==> src/design/swa_pkg.sv <==
package swa_pkg;

  // fixed field widths
  localparam int SAMPLE_BITS = 16;
  localparam int SUM_BITS    = 24;
  localparam int AVG_BITS    = 16;
  localparam int LEN_BITS    = 9;

  // window length after reset
  localparam logic [LEN_BITS-1:0] WINDOW_LEN_RESET = 9'd4;

  // input word
  typedef struct packed {
    logic signed [SAMPLE_BITS-1:0] sample;
    logic                          last;
  } in_word_t;

  // result word
  typedef struct packed {
    logic signed [AVG_BITS-1:0] average;
    logic signed [SUM_BITS-1:0] window_sum;
    logic                       end_of_sequence;
  } out_word_t;

  // job handed from the sum stage to the divider
  typedef struct packed {
    logic signed [SUM_BITS-1:0] window_sum;
    logic                       last;
  } div_job_t;

endpackage

==> src/design/swa_ram.sv <==
module swa_ram #(
  parameter int WIDTH = 16,
  parameter int DEPTH = 256
) (
  input  logic                     clk,
  input  logic                     wr_en,
  input  logic [$clog2(DEPTH)-1:0] wr_addr,
  input  logic [WIDTH-1:0]         wr_data,
  input  logic                     rd_en,
  input  logic [$clog2(DEPTH)-1:0] rd_addr,
  output logic [WIDTH-1:0]         rd_data
);

  logic [WIDTH-1:0] mem [DEPTH];

  // one write port, one registered read port
  always_ff @(posedge clk) begin
    if (wr_en) begin
      mem[wr_addr] <= wr_data;
    end
    if (rd_en) begin
      rd_data <= mem[rd_addr];
    end
  end

endmodule

==> src/design/swa_div.sv <==
module swa_div #(
  parameter int DIV_BITS = 9
) (
  input  logic                 clk,
  input  logic                 rst_n,
  input  logic                 job_valid,
  output logic                 job_ready,
  input  swa_pkg::div_job_t    job,
  input  logic [DIV_BITS-1:0]  divisor,
  output logic                 res_valid,
  input  logic                 res_ready,
  output swa_pkg::out_word_t   res
);

  localparam int SW   = swa_pkg::SUM_BITS;
  localparam int CNTW = $clog2(SW);

  typedef enum logic [1:0] {
    D_IDLE,
    D_RUN,
    D_FIX,
    D_DONE
  } dstate_t;

  dstate_t             state_r, state_nxt;
  logic [SW-1:0]       quo_r, quo_nxt;
  logic [DIV_BITS:0]   rem_r, rem_nxt;
  logic [DIV_BITS-1:0] div_r, div_nxt;
  logic [CNTW-1:0]     cnt_r, cnt_nxt;
  logic                neg_r, neg_nxt;
  logic [SW-1:0]       sum_r, sum_nxt;
  logic                last_r, last_nxt;

  logic [DIV_BITS:0]   rem_sh;
  logic                ge;
  logic [SW-1:0]       mag;

  assign job_ready = (state_r == D_IDLE);
  assign res_valid = (state_r == D_DONE);
  assign res.average         = quo_r[swa_pkg::AVG_BITS-1:0];
  assign res.window_sum      = sum_r;
  assign res.end_of_sequence = last_r;

  // magnitude of the dividend
  assign mag = job.window_sum[SW-1] ? (~job.window_sum + 1'b1) : job.window_sum;

  // one restoring step per cycle
  assign rem_sh = {rem_r[DIV_BITS-1:0], quo_r[SW-1]};
  assign ge     = (rem_sh >= {1'b0, div_r});

  always_comb begin
    state_nxt = state_r;
    quo_nxt   = quo_r;
    rem_nxt   = rem_r;
    div_nxt   = div_r;
    cnt_nxt   = cnt_r;
    neg_nxt   = neg_r;
    sum_nxt   = sum_r;
    last_nxt  = last_r;
    case (state_r)
      D_IDLE: begin
        if (job_valid) begin
          quo_nxt   = mag;
          rem_nxt   = '0;
          div_nxt   = divisor;
          cnt_nxt   = '0;
          neg_nxt   = job.window_sum[SW-1];
          sum_nxt   = job.window_sum;
          last_nxt  = job.last;
          state_nxt = D_RUN;
        end
      end
      D_RUN: begin
        rem_nxt = ge ? (rem_sh - {1'b0, div_r}) : rem_sh;
        quo_nxt = {quo_r[SW-2:0], ge};
        cnt_nxt = cnt_r + 1'b1;
        if (cnt_r == CNTW'(SW - 1)) begin
          state_nxt = D_FIX;
        end
      end
      D_FIX: begin
        // truncation toward zero: negate the magnitude quotient
        if (neg_r) begin
          quo_nxt = ~quo_r + 1'b1;
        end
        state_nxt = D_DONE;
      end
      D_DONE: begin
        if (res_ready) begin
          state_nxt = D_IDLE;
        end
      end
      default: begin
        state_nxt = D_IDLE;
      end
    endcase
  end

  always_ff @(posedge clk) begin
    if (!rst_n) begin
      state_r <= D_IDLE;
    end else begin
      state_r <= state_nxt;
    end
    quo_r  <= quo_nxt;
    rem_r  <= rem_nxt;
    div_r  <= div_nxt;
    cnt_r  <= cnt_nxt;
    neg_r  <= neg_nxt;
    sum_r  <= sum_nxt;
    last_r <= last_nxt;
  end

endmodule

==> src/design/sliding_window_average_core.sv <==
// Moving average over sequences of signed samples.
// Input channel in_valid/in_ready carries one word (sample, last flag) per
// handshake; the result channel out_valid/out_ready carries (average,
// window_sum, end_of_sequence). Once window_len samples of a sequence have
// arrived, each sample gives one result word; earlier samples give none.
// A word flagged last closes the sequence and clears the running sum.
// cfg_we/cfg_wdata write window_len; the user must do so only while the block
// is idle, which the block does not enforce. In the sum stage the delay-line
// memory is written and the oldest sample read at acceptance, and the sum is
// updated in ST_SUM, which holds until the divider takes any result-producing
// word; no new word is accepted meanwhile. The bit-serial divider loads a job,
// finds one quotient bit per cycle over the 24-bit sum, fixes the sign and
// hands off, taking no new job until then. The divider is the rate limit.
// A finished result sits in an output register; a stalled receiver backs up
// into the divider and then the sum stage, with no word lost.
// Reset clears the sum, fill count, write slot and sets window_len to 4; the
// delay-line memory is not cleared, entries are written before they are read.
module sliding_window_average_core #(
  parameter int WINDOW_MAX = 256
) (
  input  logic                                 clk,
  input  logic                                 rst_n,
  input  logic                                 in_valid,
  output logic                                 in_ready,
  input  swa_pkg::in_word_t                    in_data,
  output logic                                 out_valid,
  input  logic                                 out_ready,
  output swa_pkg::out_word_t                   out_data,
  input  logic                                 cfg_we,
  input  logic [swa_pkg::LEN_BITS-1:0]         cfg_wdata
);

  localparam int SB = swa_pkg::SAMPLE_BITS;
  localparam int SW = swa_pkg::SUM_BITS;
  localparam int AW = $clog2(WINDOW_MAX);
  localparam int FW = $clog2(WINDOW_MAX + 1);
  localparam int KW = (FW > swa_pkg::LEN_BITS) ? FW : swa_pkg::LEN_BITS;

  typedef enum logic {
    ST_IDLE,
    ST_SUM
  } state_t;

  state_t                       state_r, state_nxt;
  logic [swa_pkg::LEN_BITS-1:0] len_r;
  logic [SW-1:0]                run_r, run_nxt;
  logic [FW-1:0]                fill_r, fill_nxt;
  logic [AW-1:0]                slot_r, slot_nxt;
  logic signed [SB-1:0]         s_r;
  logic                         last_r;
  logic                         emit_r;

  logic [KW-1:0]                len_x;
  logic [KW-1:0]                k_eff;
  logic [KW-1:0]                km1;
  logic [AW:0]                  diff;
  logic [AW:0]                  diff_wrap;
  logic [AW-1:0]                oldest;
  logic [FW-1:0]                fill_inc;
  logic                         accept;
  logic [SB-1:0]                rd_data;
  logic [SB-1:0]                old_s;
  logic [SW-1:0]                sum_w;

  logic                         job_valid, job_ready;
  swa_pkg::div_job_t            job;
  logic                         res_valid, res_ready;
  swa_pkg::out_word_t           res;

  // effective window length: zero acts as one, clamp at the maximum
  assign len_x = KW'(len_r);
  always_comb begin
    k_eff = len_x;
    if (len_x == '0) begin
      k_eff = KW'(1);
    end else if (len_x > KW'(WINDOW_MAX)) begin
      k_eff = KW'(WINDOW_MAX);
    end
  end
  assign km1 = k_eff - 1'b1;

  // slot of the oldest sample in the window, modulo the line length
  assign diff      = {1'b0, slot_r} - {1'b0, km1[AW-1:0]};
  assign diff_wrap = diff + (AW+1)'(WINDOW_MAX);
  assign oldest    = diff[AW] ? diff_wrap[AW-1:0] : diff[AW-1:0];

  assign in_ready = (state_r == ST_IDLE);
  assign accept   = in_valid && in_ready;

  // delay line
  swa_ram #(
    .WIDTH (SB),
    .DEPTH (WINDOW_MAX)
  ) u_hist (
    .clk     (clk),
    .wr_en   (accept),
    .wr_addr (slot_r),
    .wr_data (in_data.sample),
    .rd_en   (accept),
    .rd_addr (oldest),
    .rd_data (rd_data)
  );

  // fill count saturates at the line length
  assign fill_inc = (fill_r == FW'(WINDOW_MAX)) ? fill_r : (fill_r + 1'b1);

  // window of one: oldest sample is the one just written
  assign old_s = (k_eff == KW'(1)) ? s_r : rd_data;
  assign sum_w = run_r + {{(SW-SB){s_r[SB-1]}}, s_r};

  // hand-off to the divider
  assign job_valid      = (state_r == ST_SUM) && emit_r;
  assign job.window_sum = sum_w;
  assign job.last       = last_r;

  // control: accept, then update sum and dispatch
  always_comb begin
    state_nxt = state_r;
    run_nxt   = run_r;
    fill_nxt  = fill_r;
    slot_nxt  = slot_r;
    case (state_r)
      ST_IDLE: begin
        if (accept) begin
          fill_nxt  = in_data.last ? '0 : fill_inc;
          slot_nxt  = (slot_r == AW'(WINDOW_MAX - 1)) ? '0 : (slot_r + 1'b1);
          state_nxt = ST_SUM;
        end
      end
      ST_SUM: begin
        if (!emit_r || job_ready) begin
          if (last_r) begin
            run_nxt = '0;
          end else if (emit_r) begin
            run_nxt = sum_w - {{(SW-SB){old_s[SB-1]}}, old_s};
          end else begin
            run_nxt = sum_w;
          end
          state_nxt = ST_IDLE;
        end
      end
      default: begin
        state_nxt = ST_IDLE;
      end
    endcase
  end

  always_ff @(posedge clk) begin
    if (!rst_n) begin
      state_r <= ST_IDLE;
      len_r   <= swa_pkg::WINDOW_LEN_RESET;
      run_r   <= '0;
      fill_r  <= '0;
      slot_r  <= '0;
    end else begin
      state_r <= state_nxt;
      run_r   <= run_nxt;
      fill_r  <= fill_nxt;
      slot_r  <= slot_nxt;
      if (cfg_we) begin
        len_r <= cfg_wdata;
      end
    end
    if (accept) begin
      s_r    <= in_data.sample;
      last_r <= in_data.last;
      emit_r <= (KW'(fill_inc) >= k_eff);
    end
  end

  // bit-serial divider
  swa_div #(
    .DIV_BITS (KW)
  ) u_div (
    .clk       (clk),
    .rst_n     (rst_n),
    .job_valid (job_valid),
    .job_ready (job_ready),
    .job       (job),
    .divisor   (k_eff),
    .res_valid (res_valid),
    .res_ready (res_ready),
    .res       (res)
  );

  // output register
  assign res_ready = !out_valid || out_ready;

  always_ff @(posedge clk) begin
    if (!rst_n) begin
      out_valid <= 1'b0;
    end else if (res_valid && res_ready) begin
      out_valid <= 1'b1;
    end else if (out_ready) begin
      out_valid <= 1'b0;
    end
    if (res_valid && res_ready) begin
      out_data <= res;
    end
  end

endmodule
==> config.mk <==
export PLATFORM = sky130hd
export DESIGN_NAME = sliding_window_average_core
export DESIGN_NICKNAME = d
export VERILOG_FILES = /design/src/design/swa_pkg.sv /design/src/design/swa_ram.sv /design/src/design/swa_div.sv /design/src/design/sliding_window_average_core.sv
export SDC_FILE = /design/constraint.sdc
export NUM_CORES = 2
export LEC_CHECK = 0
export BUFFER_PORTS_ARGS = -buffer_cell sky130_fd_sc_hd__buf_2
export CAP_MARGIN = 20
export CELL_PAD_IN_SITES_DETAIL_PLACEMENT = 0
export CELL_PAD_IN_SITES_GLOBAL_PLACEMENT = 1
export CORE_MARGIN = 2
export CORE_UTILIZATION = 57
export DETAILED_ROUTE_END_ITERATION = 8
export PLACE_DENSITY = 0.91
export SLEW_MARGIN = 10
export SYNTH_ARGS = -nofsm -noshare
export SYNTH_HDL_FRONTEND = slang
export SYNTH_SLANG_ARGS = --single-unit
export TNS_END_PERCENT = 20
==> constraint.sdc <==
create_clock -name clk -period 6.8 [get_ports clk]
set_input_delay 1.36 -clock clk [delete_from_list [all_inputs] [get_ports clk]]
set_output_delay 1.36 -clock clk [all_outputs]
set_load 0.01 [all_outputs]
==> reports/metrics.sh <==
FRACTION_OF_FINAL_LAYOUT_CELLS_WITH_DRIVE_STRENGTH_GREATER_THAN_1=0.300
CTSHTREEMAXLEVEL=5
FLOW.AREA_GROWTH_FROM_SYNTHESIS_PCT=13.0
CORE.ROWCOUNT=199
CRIT_PATH_MAX_FANOUT=71
OUTCOME='finished with violations'
YS_ASYNC_SR_FRACTION=0
TRACK_USAGE=0.333
TRITONCTS_NUM_SINKS=4297
REG2REG_SLACK_NS=-0.09
CLK_PIN_SLEW_WORST_PATHS_NS=0.07
FP.DIEAREA_MM2=0.300
SYNTH_NETS=7626
CTS_HOLD_REPAIR.BUFFERS=0
CATEGORY_OF_THE_WORST_SETUP_PATH_LAUNCH_POINT='register'
ANTENNA_VIOLATIONS_BEFORE_REPAIR=26
CORE-AREA_MM2=0.294
BUFFER_PORTS.INSERTED=73
ENDPOINT_KIND_OF_THE_WORST_SETUP_TIMING_PATH='register'
INITIAL_CORE_UTILIZATION=0.573
DRTPASS1ITERATIONS=9
VIA_COUNT=90900
CTS_SETUP_BUFFERS=0
COMB_POWER_SHARE=0.207
NUMBER_OF_ENABLE_FLIP_FLOP_CELLS_AFTER_SYNTHESIS=4243
SYN-MEAN-INSTANCE-AREA_UM2=22.4
CP_DATA_REQUIRED_TIME_NS=7.49
GLOBAL_ROUTE_WIRE_LENGTH_BEFORE_REPAIR_MM=699
P_TOTAL_W=0.0674
NETLIST_AREA_MM2=0.169
FINAL_COMMON_CELL='sky130_fd_sc_hd__edfxtp_1'
MAX_SLEW.WORST_PIN.SLEW_NS=1.56
TRITONCTS.NUM_BUFFERS=401
FINALCLOCKSKEW_NS=0.0874
TIMING.MAX_CAP.VIOLATIONS=0
POST-ROUTE-PERIOD-UTIL=1.01
DIE_W_UM=548
FAILED_CHECKS='design-rule violations, max-slew violations, negative setup slack'
SYNTH_FF_TYPE='sky130_fd_sc_hd__edfxtp_1'
YS_FF_LATCH=4297
FINISH.CELL_COUNT_WITHOUT_FILLERS=12300
CELL_INTERNAL_PWR_W=0.0486
TRITONCTS='done'
CTS-ROOT-BUF='sky130_fd_sc_hd__clkbuf_16'
PEAKVDDDROP_mV=0.293
SWITCHING_SHARE=0.278
WORST_SKEW_PAIR.LATE_LATENCY_NS=0.98
SETUP_TOTAL_NEGATIVE_SLACK_NS=-0.231
POWER.DENSITY_CELL_AREA_mW_PER_MM2=353
POST-DP-HPWL_MM=250
YS_WARN_COUNT=0
DRT.ANTENNA.VIOLATING_NETS=0
POST-ROUTE-DRC-COUNT=210
P_SEQ_FRAC=0.442
MAPPED_CELLS=7511
P_LEAK_nW=60.0
GRT.OVERFLOW.TOTAL=0
GP_CONGESTION=0.856
SETUP_VIOLS_FINAL=3
ARRIVAL_TIME_AT_THE_WORST_ENDPOINT_NS=7.58
COMMONEST_NON_FILL_NON_TAP_CELLS_IN_THE_LAYOUT='sky130_fd_sc_hd__edfxtp_1, sky130_fd_sc_hd__mux4_2, sky130_fd_sc_hd__clkbuf_16'
CTS-ROOT-TO-SINK-BUFFERS=4
FIRST_GLOBAL_VIAS=90300
TIMING.FINAL.CRIT_PERIOD_NS=6.89
CRITICAL_SETUP_PATH_KIND='reg -> reg'
TIMING.FMAX_MHz=145
INITIALDRTVIOLATIONCOUNT=16800
MAX-SLEW-MARGIN-REL=-0.0411
NFILLCELLS=16900
SYNTH.YOSYS.SEQ_AREA_SHARE=0.762
CLASS_OF_THE_WORST_HOLD_PATH='reg -> reg'
CELLS_RESIZED_BY_POST_CTS_REPAIR=0
DP_CELLS=11600
VIAS_PER_CELL=7.38
NETS=8163
FINALWIRELENGTH_MM=503
POWER.CLOCK.FRACTION=0.352
DIE_HEIGHT_UM=548
NET-SWITCHING-POWER_W=0.0187
GRT_MAX_DEGREE=194
LAYOUT_SETUP_WS_NS=-0.0881
FIN_HOLD_WS_NS=0.419
TIMING.FINAL.MAX_SLEW_VIOLATIONS=64
IOS=74
AVERAGE_WIRE_PER_CELL_IN_THE_ROUTED_DESIGN_UM=40.8
YOSYS.CELL_TYPES.COUNT=75
FINAL_HOLD_VIOL_COUNT=0
## state kept, by name, indices dropped and copies added (netlist names), 2 cells and up
register	cells
u_div.quo_r	24
u_hist.mem	4096
u_hist.rd_data	16
len_r	9
run_r	24
u_div.state_r	2
s_r	16
u_div.cnt_r	5
u_div.rem_r	9
slot_r	8
fill_r	9
u_div.div_r	9
u_div.sum_r	24
out_data	41
## power groups by stage
stage | Clock, W | Sequential [W] | Combinational [W]
floorplan | 0 | 0.0301 | 0.00838
global placement | 0 | 0.0303 | 0.0125
detailed placement | 0 | 0.0303 | 0.0129
CTS | 0.0237 | 0.0297 | 0.0135
global route | 0.0245 | 0.0298 | 0.0142
finish | 0.0237 | 0.0298 | 0.0139
## final timing paths
| check | end | start | depth (start not counted) |
|---|---|---|---|
| max reg2reg | u_hist.rd_data[6] | len_r[3] | 14 |
| max | u_hist.rd_data[6] | len_r[3] | 14 |
| min reg2reg | out_data[5] | u_div.sum_r[4] | 0 |
| min | out_data[5] | u_div.sum_r[4] | 0 |
## metal layers
layer  wire (µm)  track usage  share of wire
met1      156000        0.416           0.31
met2      241000        0.532           0.48
met3       68200       0.0858           0.14
met4       36900        0.194          0.073
met5         185            0        0.00037
## kinds of logic after synthesis
group | after synthesis | synth area share
adder cells (fa/ha/maj) | 84 | 0.00641
flip-flops | 4297 | 0.762
AND/OR/NAND/NOR | 712 | 0.0198
buffers and inverters | 464 | 0.0105
multiplexers | 1432 | 0.180
AO/OA/AOI/OAI | 418 | 0.0159
XOR/XNOR | 104 | 0.00540
## per-stage QoR
stage               utilization  cell area, µm²  worst slack (ns)
finish                    0.648          191000           -0.0881
detailed placement        0.601          177000             0.111
CTS                       0.647          190000            0.0548
global placement          0.601          177000            0.0871
floorplan                     -          169000              1.84
global route              0.648          191000          -0.00991
## layout make-up
class                      instances  area [µm²]  share of cell area
multi-input combinational       2750       38600               0.203
clock buffer                     463       10400              0.0545
antenna                           14        35.0            0.000184
tap                             3919        4900              0.0257
clock inverter                   273        3050              0.0160
timing repair buffer             548        4900              0.0257
sequential                      4297      128000               0.674
inverter                          50         188            0.000985
## synth_stat cells (all sizes together) (14+ instances only)
master	number	share of area
nand4	14	0.00052
a211oi	77	0.0035
nor2b	103	0.0038
nand2	120	0.0027
nand2b	18	0.00067
a21o	28	0.0012
inv	49	0.0011
xor2	47	0.0024
o21ai	82	0.0024
a221oi	22	0.0011
edfxtp	4243	0.76
dfxtp	54	0.0064
mux2i	150	0.0089
nor2	336	0.0075
nand3	42	0.0013
buf	123	0.0029
xnor2	57	0.0030
ha	80	0.0059
a21oi	135	0.0040
clkbuf	291	0.0065
mux4	1280	0.17
## critical path, stage by stage, from the launching register on
cell and delay, ns:
sky130_fd_sc_hd__dfxtp_1 0.36, sky130_fd_sc_hd__or4_1 0.54, sky130_fd_sc_hd__nor2_1 0.18, sky130_fd_sc_hd__a21oi_1 0.09, sky130_fd_sc_hd__or2_2 0.33, sky130_fd_sc_hd__ha_1 0.35, sky130_fd_sc_hd__fa_4 1.14, sky130_fd_sc_hd__buf_12 0.42
sky130_fd_sc_hd__buf_4 0.48, sky130_fd_sc_hd__mux4_2 0.38, sky130_fd_sc_hd__mux4_2 0.51, sky130_fd_sc_hd__a211oi_1 0.64, sky130_fd_sc_hd__a21oi_1 0.36, sky130_fd_sc_hd__mux2i_2 0.55, sky130_fd_sc_hd__mux2i_1 0.14
No activity file was read; power rests on OpenSTA's default activity.
